<file path="config.mk">
export PLATFORM = sky130hd
export DESIGN_NAME = section_rva_to_file_offset_top
export DESIGN_NICKNAME = d
export VERILOG_FILES = /design/src/hdl/srfo_pkg.sv /design/src/hdl/section_rva_to_file_offset_top.sv /design/src/hdl/srfo_ram.sv
export SDC_FILE = /design/constraint.sdc
export NUM_CORES = 2
export LEC_CHECK = 0
export BUFFER_PORTS_ARGS = -buffer_cell sky130_fd_sc_hd__buf_2
export CORE_MARGIN = 4
export CORE_UTILIZATION = 65
export DETAILED_ROUTE_END_ITERATION = 10
export PLACE_DENSITY = 0.8
export SLEW_MARGIN = 20
export SYNTH_ARGS = -nofsm -noshare
export SYNTH_HDL_FRONTEND = slang
export SYNTH_HIERARCHICAL = 1
export SYNTH_SLANG_ARGS = --single-unit
</file>
<file path="constraint.sdc">
create_clock -name clk -period 17.2 [get_ports clk]
set_input_delay 3.44 -clock clk [delete_from_list [all_inputs] [get_ports clk]]
set_output_delay 3.44 -clock clk [all_outputs]
set_load 0.01 [all_outputs]
</file>
<file path="src/hdl/srfo_pkg.sv">
package srfo_pkg;

  // Default table depth
  localparam int MAX_SECTIONS_DEF = 16;

  // Field widths
  localparam int ADDR_W  = 32;
  localparam int SLOT_W  = 4;
  localparam int COUNT_W = 5;

  // Config port
  localparam int CFG_IDX_W  = 2;
  localparam int CFG_DATA_W = 32;

  localparam logic [CFG_IDX_W-1:0] CFG_FILE_ALIGN    = 2'd0;
  localparam logic [CFG_IDX_W-1:0] CFG_SECTION_ALIGN = 2'd1;
  localparam logic [CFG_IDX_W-1:0] CFG_SECTION_COUNT = 2'd2;

  localparam logic [ADDR_W-1:0]  FILE_ALIGN_RST    = 32'h0000_0200;
  localparam logic [ADDR_W-1:0]  SECTION_ALIGN_RST = 32'h0000_1000;
  localparam logic [COUNT_W-1:0] SECTION_COUNT_RST = 5'd0;

  // Alignment constants
  localparam logic [ADDR_W-1:0] RAW_GRAIN        = 32'h0000_0200;
  localparam logic [ADDR_W-1:0] BIG_SECT_ALIGN   = 32'h0000_1000;

  // Remainder unit: one quotient bit per step
  localparam int DIV_STEPS = ADDR_W;
  localparam int DIV_CNT_W = $clog2(DIV_STEPS);

  // Item actions
  localparam logic ACT_LOAD  = 1'b0;
  localparam logic ACT_XLATE = 1'b1;

  typedef struct packed {
    logic              action;
    logic [SLOT_W-1:0] entry_index;
    logic [ADDR_W-1:0] region_start;
    logic [ADDR_W-1:0] region_length;
    logic [ADDR_W-1:0] raw_pointer;
    logic [ADDR_W-1:0] rva;
  } in_item_t;

  typedef struct packed {
    logic [ADDR_W-1:0] file_offset;
    logic              not_found;
  } out_item_t;

  // One section table row
  typedef struct packed {
    logic [ADDR_W-1:0] start;
    logic [ADDR_W-1:0] length;
    logic [ADDR_W-1:0] raw;
  } sect_t;

endpackage

</file>
<file path="src/hdl/section_rva_to_file_offset_top.sv">
// Section table RVA-to-file-offset translator. A load item (action 0) writes one
// section row (start, length, raw pointer) into a synchronous table RAM on transfer
// and returns nothing; slots at or beyond MAX_SECTIONS are dropped. A translate item
// (action 1) scans rows 0..min(section_count, MAX_SECTIONS)-1 in order, one row per
// cycle through the RAM read port, and takes the first with start <= rva <
// start+length (32-bit wrapping end). The hit's start is floored to the effective
// alignment by a bit-serial remainder unit (skipped when that alignment is zero).
// One item is in flight at a time. The result sits in an output register, so the
// next item may be accepted while it waits for out_ready.
// Configuration must only be written while no item is in progress.
module section_rva_to_file_offset_top #(
  parameter int MAX_SECTIONS = srfo_pkg::MAX_SECTIONS_DEF
) (
  input  logic                                 clk,
  input  logic                                 rst_n,
  input  logic                                 in_valid,
  output logic                                 in_ready,
  input  srfo_pkg::in_item_t                   in_data,
  output logic                                 out_valid,
  input  logic                                 out_ready,
  output srfo_pkg::out_item_t                  out_data,
  input  logic                                 cfg_we,
  input  logic [srfo_pkg::CFG_IDX_W-1:0]       cfg_index,
  input  logic [srfo_pkg::CFG_DATA_W-1:0]      cfg_wdata
);

  import srfo_pkg::*;

  // Table address and search counter widths
  localparam int AW    = (MAX_SECTIONS > 1) ? $clog2(MAX_SECTIONS) : 1;
  localparam int IDX_W = $clog2(MAX_SECTIONS + 1);

  typedef enum logic [4:0] {
    ST_IDLE = 5'b00001,  // waiting for an item
    ST_LOOK = 5'b00010,  // compare one table row per cycle
    ST_ADJ  = 5'b00100,  // add floored raw pointer
    ST_DIV  = 5'b01000,  // start % alignment, one bit per cycle
    ST_DONE = 5'b10000   // hand result to output register
  } state_t;

  state_t               state_r, state_nxt;
  logic [IDX_W-1:0]     idx_r, idx_nxt;
  logic [IDX_W-1:0]     limit_r, limit_nxt;
  logic [ADDR_W-1:0]    rva_r, rva_nxt;
  logic [ADDR_W-1:0]    acc_r, acc_nxt;      // rva - start, then + raw
  logic [ADDR_W-1:0]    raw_r, raw_nxt;
  logic [ADDR_W-1:0]    dvd_r, dvd_nxt;      // dividend shifter
  logic [ADDR_W-1:0]    rem_r, rem_nxt;
  logic [DIV_CNT_W-1:0] cnt_r, cnt_nxt;
  logic                 nf_r, nf_nxt;
  logic                 out_valid_r, out_valid_nxt;
  out_item_t            out_data_r, out_data_nxt;

  logic [ADDR_W-1:0]    file_align_r;
  logic [ADDR_W-1:0]    section_align_r;
  logic [COUNT_W-1:0]   section_count_r;

  // Table RAM
  logic                 ram_we;
  logic [AW-1:0]        ram_waddr;
  sect_t                ram_wdata;
  logic [AW-1:0]        ram_raddr;
  sect_t                ram_rdata;

  logic                 in_xfer;
  logic [ADDR_W-1:0]    eff_align;
  logic [ADDR_W-1:0]    raw_floor;
  logic [ADDR_W-1:0]    sect_end;
  logic                 hit;
  logic [IDX_W-1:0]     idx_inc;
  logic [ADDR_W-1:0]    count_ext;
  logic [IDX_W-1:0]     limit_cur;
  logic [ADDR_W:0]      trial;
  logic [ADDR_W:0]      shifted;

  assign in_ready  = (state_r == ST_IDLE);
  assign in_xfer   = in_valid && in_ready;
  assign out_valid = out_valid_r;
  assign out_data  = out_data_r;

  // Config registers
  always_ff @(posedge clk) begin
    if (!rst_n) begin
      file_align_r    <= FILE_ALIGN_RST;
      section_align_r <= SECTION_ALIGN_RST;
      section_count_r <= SECTION_COUNT_RST;
    end else if (cfg_we) begin
      unique case (cfg_index)
        CFG_FILE_ALIGN:    file_align_r    <= cfg_wdata;
        CFG_SECTION_ALIGN: section_align_r <= cfg_wdata;
        CFG_SECTION_COUNT: section_count_r <= cfg_wdata[COUNT_W-1:0];
        default: ;  // unknown index ignored
      endcase
    end
  end

  // Loads go straight into the table on transfer
  assign ram_we    = in_xfer && (in_data.action == ACT_LOAD) &&
                     (ADDR_W'(in_data.entry_index) < ADDR_W'(MAX_SECTIONS));
  assign ram_waddr = AW'(in_data.entry_index);
  assign ram_wdata = '{start:  in_data.region_start,
                       length: in_data.region_length,
                       raw:    in_data.raw_pointer};
  assign ram_raddr = idx_nxt[AW-1:0];

  srfo_ram #(
    .WIDTH  ($bits(sect_t)),
    .DEPTH  (MAX_SECTIONS),
    .ADDR_W (AW)
  ) u_table (
    .clk     (clk),
    .wr_en   (ram_we),
    .wr_addr (ram_waddr),
    .wr_data (ram_wdata),
    .rd_addr (ram_raddr),
    .rd_data (ram_rdata)
  );

  // Alignment selection
  assign eff_align = (section_align_r < BIG_SECT_ALIGN) ? file_align_r : section_align_r;
  assign raw_floor = (file_align_r < RAW_GRAIN) ? ram_rdata.raw
                                                : (ram_rdata.raw & ~(RAW_GRAIN - 1'b1));

  // Row match, end wraps mod 2^32
  assign sect_end = ram_rdata.start + ram_rdata.length;
  assign hit      = (rva_r >= ram_rdata.start) && (rva_r < sect_end);
  assign idx_inc  = idx_r + 1'b1;

  // Search limit, clipped to the table depth
  assign count_ext = ADDR_W'(section_count_r);
  assign limit_cur = (count_ext > ADDR_W'(MAX_SECTIONS)) ? IDX_W'(MAX_SECTIONS)
                                                         : IDX_W'(section_count_r);

  // Restoring remainder step
  assign shifted = {rem_r, dvd_r[ADDR_W-1]};
  assign trial   = shifted - {1'b0, eff_align};

  always_comb begin
    state_nxt     = state_r;
    idx_nxt       = idx_r;
    limit_nxt     = limit_r;
    rva_nxt       = rva_r;
    acc_nxt       = acc_r;
    raw_nxt       = raw_r;
    dvd_nxt       = dvd_r;
    rem_nxt       = rem_r;
    cnt_nxt       = cnt_r;
    nf_nxt        = nf_r;
    out_valid_nxt = out_valid_r && !out_ready;
    out_data_nxt  = out_data_r;

    unique case (state_r)
      ST_IDLE: begin
        idx_nxt = '0;
        if (in_xfer && (in_data.action == ACT_XLATE)) begin
          rva_nxt   = in_data.rva;
          limit_nxt = limit_cur;
          if (limit_cur == '0) begin
            acc_nxt   = '0;
            rem_nxt   = '0;
            nf_nxt    = 1'b1;
            state_nxt = ST_DONE;
          end else begin
            state_nxt = ST_LOOK;
          end
        end
      end

      ST_LOOK: begin
        if (hit) begin
          acc_nxt   = rva_r - ram_rdata.start;
          raw_nxt   = raw_floor;
          dvd_nxt   = ram_rdata.start;
          rem_nxt   = '0;
          nf_nxt    = 1'b0;
          state_nxt = ST_ADJ;
        end else if (idx_inc == limit_r) begin
          acc_nxt   = '0;
          rem_nxt   = '0;
          nf_nxt    = 1'b1;
          state_nxt = ST_DONE;
        end else begin
          idx_nxt = idx_inc;
        end
      end

      ST_ADJ: begin
        acc_nxt = acc_r + raw_r;
        cnt_nxt = '0;
        // zero alignment: start is used unfloored, remainder stays 0
        state_nxt = (eff_align == '0) ? ST_DONE : ST_DIV;
      end

      ST_DIV: begin
        rem_nxt = trial[ADDR_W] ? shifted[ADDR_W-1:0] : trial[ADDR_W-1:0];
        dvd_nxt = {dvd_r[ADDR_W-2:0], 1'b0};
        cnt_nxt = cnt_r + 1'b1;
        if (cnt_r == DIV_CNT_W'(DIV_STEPS - 1)) begin
          state_nxt = ST_DONE;
        end
      end

      ST_DONE: begin
        // offset = rva + raw - (start - start % align)
        if (!out_valid_r || out_ready) begin
          out_data_nxt.file_offset = acc_r + rem_r;
          out_data_nxt.not_found   = nf_r;
          out_valid_nxt            = 1'b1;
          state_nxt                = ST_IDLE;
        end
      end

      default: state_nxt = ST_IDLE;
    endcase
  end

  always_ff @(posedge clk) begin
    if (!rst_n) begin
      state_r     <= ST_IDLE;
      idx_r       <= '0;
      cnt_r       <= '0;
      out_valid_r <= 1'b0;
    end else begin
      state_r     <= state_nxt;
      idx_r       <= idx_nxt;
      cnt_r       <= cnt_nxt;
      out_valid_r <= out_valid_nxt;
    end
  end

  // Datapath registers, no reset
  always_ff @(posedge clk) begin
    limit_r    <= limit_nxt;
    rva_r      <= rva_nxt;
    acc_r      <= acc_nxt;
    raw_r      <= raw_nxt;
    dvd_r      <= dvd_nxt;
    rem_r      <= rem_nxt;
    nf_r       <= nf_nxt;
    out_data_r <= out_data_nxt;
  end

endmodule

</file>
<file path="src/hdl/srfo_ram.sv">
module srfo_ram #(
  parameter int WIDTH  = 96,
  parameter int DEPTH  = 16,
  parameter int ADDR_W = (DEPTH > 1) ? $clog2(DEPTH) : 1
) (
  input  logic              clk,
  input  logic              wr_en,
  input  logic [ADDR_W-1:0] wr_addr,
  input  logic [WIDTH-1:0]  wr_data,
  input  logic [ADDR_W-1:0] rd_addr,
  output logic [WIDTH-1:0]  rd_data
);

  logic [WIDTH-1:0] mem [DEPTH];

  always_ff @(posedge clk) begin
    if (wr_en) begin
      mem[wr_addr] <= wr_data;
    end
    rd_data <= mem[rd_addr];
  end

endmodule

</file>
==> flow_metrics.tcl <==
set metrics [dict create \
    clock.fmax_mhz 102 \
    p_switching_uw 3030 \
    wire_per_inst_um 31.2 \
    design_area_um2 87200 \
    clkPwrFrac_pct 35.5 \
    ant_nets 0 \
    synth-edff-count 1735 \
    slew_violations 0 \
    synth-seq-area-share_pct 71.2 \
    syn_area_per_cell_um2 17.5 \
    port_buffers 206 \
    p_int_uw 8320 \
    place_congestion 0.939 \
    postCtsHoldBufs 0 \
    cts_made_buffers 182 \
    dp_hpwl_mm 113 \
    grtUsageMet3_pct 7.50 \
    swShare_pct 26.7 \
    power_density_nw_per_um2 130 \
    p_leak_uw 0.0289 \
    skew_ns 0.0296 \
    yosys_warnings 6 \
    rows 127 \
    timing.hold.ws_ns 0.406 \
    cp.required_ns 17.91 \
    remaining_drc_errors 0 \
    cp.arrival_ns 10.51 \
    layout_commonest_cell "edfxtp_1" \
    pin_count 207 \
    fin_ws_ns 7.40 \
    finalNonFillerCells 6549 \
    crit_path_end_kind "flip-flop" \
    use_met1_pct 46.1 \
    grt_most_used_layer "met2" \
    cts_setup_buffers 0 \
    vias 44600 \
    hold_viol 0 \
    worstMarginPinSlew_ns 1.18 \
    drt_iter0_drc 6683 \
    hp-class "flip-flop to flip-flop" \
    via_per_inst 6.80 \
    wl_mm 204 \
    cts_buffer_depth 3 \
    rsz0062_at_grt "no" \
    cts_sinks 1916 \
    drive_gt1_share_pct 20.0 \
    dieArea_um2 126000 \
    grtUsageTotal_pct 32.7 \
    max_slew_margin_pct 21.1 \
    p_comb_share_pct 16.2 \
    core_area_um2 120000 \
    initial_utilization_pct 65.4 \
    nets 5122 \
    period_share_pct 57.0 \
    layout_common_cells "1735 x edfxtp_1, 384 x mux4_2, 374 x nand2_1" \
    placed_area_um2 81100 \
    grt_overflow 0 \
    ys_types 84 \
    synthCells 4480 \
    cts-root-buf "clkbuf_16" \
    first_pass_iters 6 \
    crit_type "flip-flop to flip-flop" \
    p_seq_share_pct 48.3 \
    irDropWorstVdd_mv 0.112 \
    setup.worst_path.start_class "flip-flop" \
    die_x_um 355 \
    path_max_fanout 42 \
    die_y_um 355 \
    fin_crit_ns 9.80 \
    syn_nets 4848 \
    syn-cell-area_um2 78300 \
    place_ws_ns 7.42 \
    dp.cells 6182 \
    ys.flop_type "edfxtp_1" \
    clk_pin_slew_ns 0.06 \
    grt_pass1_vias 44700 \
    tns_ns 0 \
    ctsResizeCount 0 \
    grt_max_degree 173 \
    maxCapViolCount 0 \
    area_growth_pct 11.4 \
    num-fill-cells 6775 \
    antenna_found_initial 37 \
    cts_tree "done" \
    ys_async_sr_fraction_pct 0 \
    yosys_register_bits 1916 \
    setup_viol_count_final 0 \
    grt_pass1_wl_mm 300 \
    cts_max_level 4 \
    grt_use_met2_pct 50.9 \
    outcome "completed" \
    clkLatencyLatePin_ns 0.81 \
]
-- worst max-delay path, stage by stage (launching register included) --
cell       delay (ns)
dfxtp_1          0.32
ha_1             0.20
inv_1            0.08
fa_1             0.21
nor2b_1          0.05
o21ai_0          0.21
a21oi_1          0.15
o41ai_1          0.60
o21ai_0          0.37
a21oi_1          0.48
o31a_1           0.22
o31ai_1          0.08
a21oi_1          0.20
xor2_1           0.09
ha_1             0.29
nand4_1          0.13
or4_1            0.58
nor4b_1          0.99
o221ai_1         0.68
nor2_1           0.25
a2bb2oi_1        0.69
nor2b_4          0.80
buf_4            0.73
buf_4            0.77
a22oi_1          0.23
nand2_1          0.22
-- Yosys cell counts (13+ instances only) --
master	n	area share [%]
a21o_1	72	0.69
a21oi_1	250	1.6
a22oi_1	194	1.9
and2_1	18	0.14
and3_1	18	0.14
buf_1	34	0.16
buf_2	14	0.090
buf_4	20	0.19
buf_6	21	0.30
clkbuf_1	94	0.45
dfxtp_1	181	4.6
edfxtp_1	1735	67
ha_1	191	3.1
inv_1	74	0.35
mux2i_1	18	0.23
mux4_2	384	11
nand2_1	374	1.8
nand2b_1	32	0.26
nand3_1	42	0.27
nand4_1	17	0.14
nor2_1	115	0.55
nor2b_1	32	0.26
nor3_1	27	0.17
nor4_1	15	0.12
o211ai_1	13	0.12
o21a_1	20	0.19
o21ai_0	122	0.78
o21bai_1	17	0.16
o22ai_1	27	0.22
xnor2_1	81	0.91
xor2_1	68	0.76
-- layer usage --
layer  up-vias  part of all wire, %
li1      18500                    -
met1     22500                   37
met2      3040                   48
met3       455                   11
met4        10                  3.7
met5         -                0.032
-- power groups by stage --
stage	Clock (µW)	Combinational [µW]	Sequential, µW
2_1_floorplan	0	1310	5500
3_3_place_gp	0	1750	5570
3_5_place_dp	0	1780	5570
4_1_cts	4070	1800	5470
5_1_grt	4290	2010	5480
6_report	4030	1830	5480
-- cells by family after synthesis --
logic type	Yosys count	synth area share (%)
flip-flops	1916	71.2
buffers and inverters	259	1.57
AO/OA/AOI/OAI	813	6.69
AND/OR/NAND/NOR	743	4.36
XOR/XNOR	150	1.69
adder cells (fa/ha/maj)	196	3.18
multiplexers	403	11.3
-- area by class of cell --
type	instances	area [µm²]	share of cell area, %
multi-input combinational	2305	21500	24.6
timing repair buffer	274	1600	1.83
tap	1612	2020	2.31
sequential	1916	55700	63.9
clock buffer	254	5110	5.86
clock inverter	84	917	1.05
antenna	29	72.6	0.0832
inverter	75	282	0.323
-- path summary, 6_finish.rpt --
| kind | start | endpoint | slack, ns | depth (start not counted) |
|---|---|---|---|---|
| setup / recovery | u_table/rd_data[64]$_DFF_P_ | u_table/rd_data[69]$_DFF_P_ | 7.40 | 25 |
| hold / removal | u_table/rd_data[31]$_DFF_P_ | raw_r[31]$_DFFE_PP_ | 0.41 | 0 |
| setup reg to reg | u_table/rd_data[64]$_DFF_P_ | u_table/rd_data[69]$_DFF_P_ | 7.40 | 25 |
| hold reg to reg | u_table/rd_data[31]$_DFF_P_ | raw_r[31]$_DFFE_PP_ | 0.41 | 0 |
-- flip-flops by register name, indices dropped and copies added (netlist names) --
register	count
limit_r	5
acc_r	32
u_table/rd_data	96
cnt_r	5
section_count_r	5
rem_r	32
nf_r	1
out_data	33
file_align_r	32
section_align_r	32
dvd_r	32
u_table/mem	1536
idx_r	5
out_valid	1
state_r	5
raw_r	32
rva_r	32
-- stage by stage --
step | utilization [%] | total power (µW)
after global routing | 72.9 | 11800
after global placement | 67.8 | 7320
after CTS | 72.8 | 11300
after detailed placement | 67.8 | 7350
after floorplan | - | 6810
final | 72.9 | 11300
No activity file was read; power rests on OpenSTA's default activity.
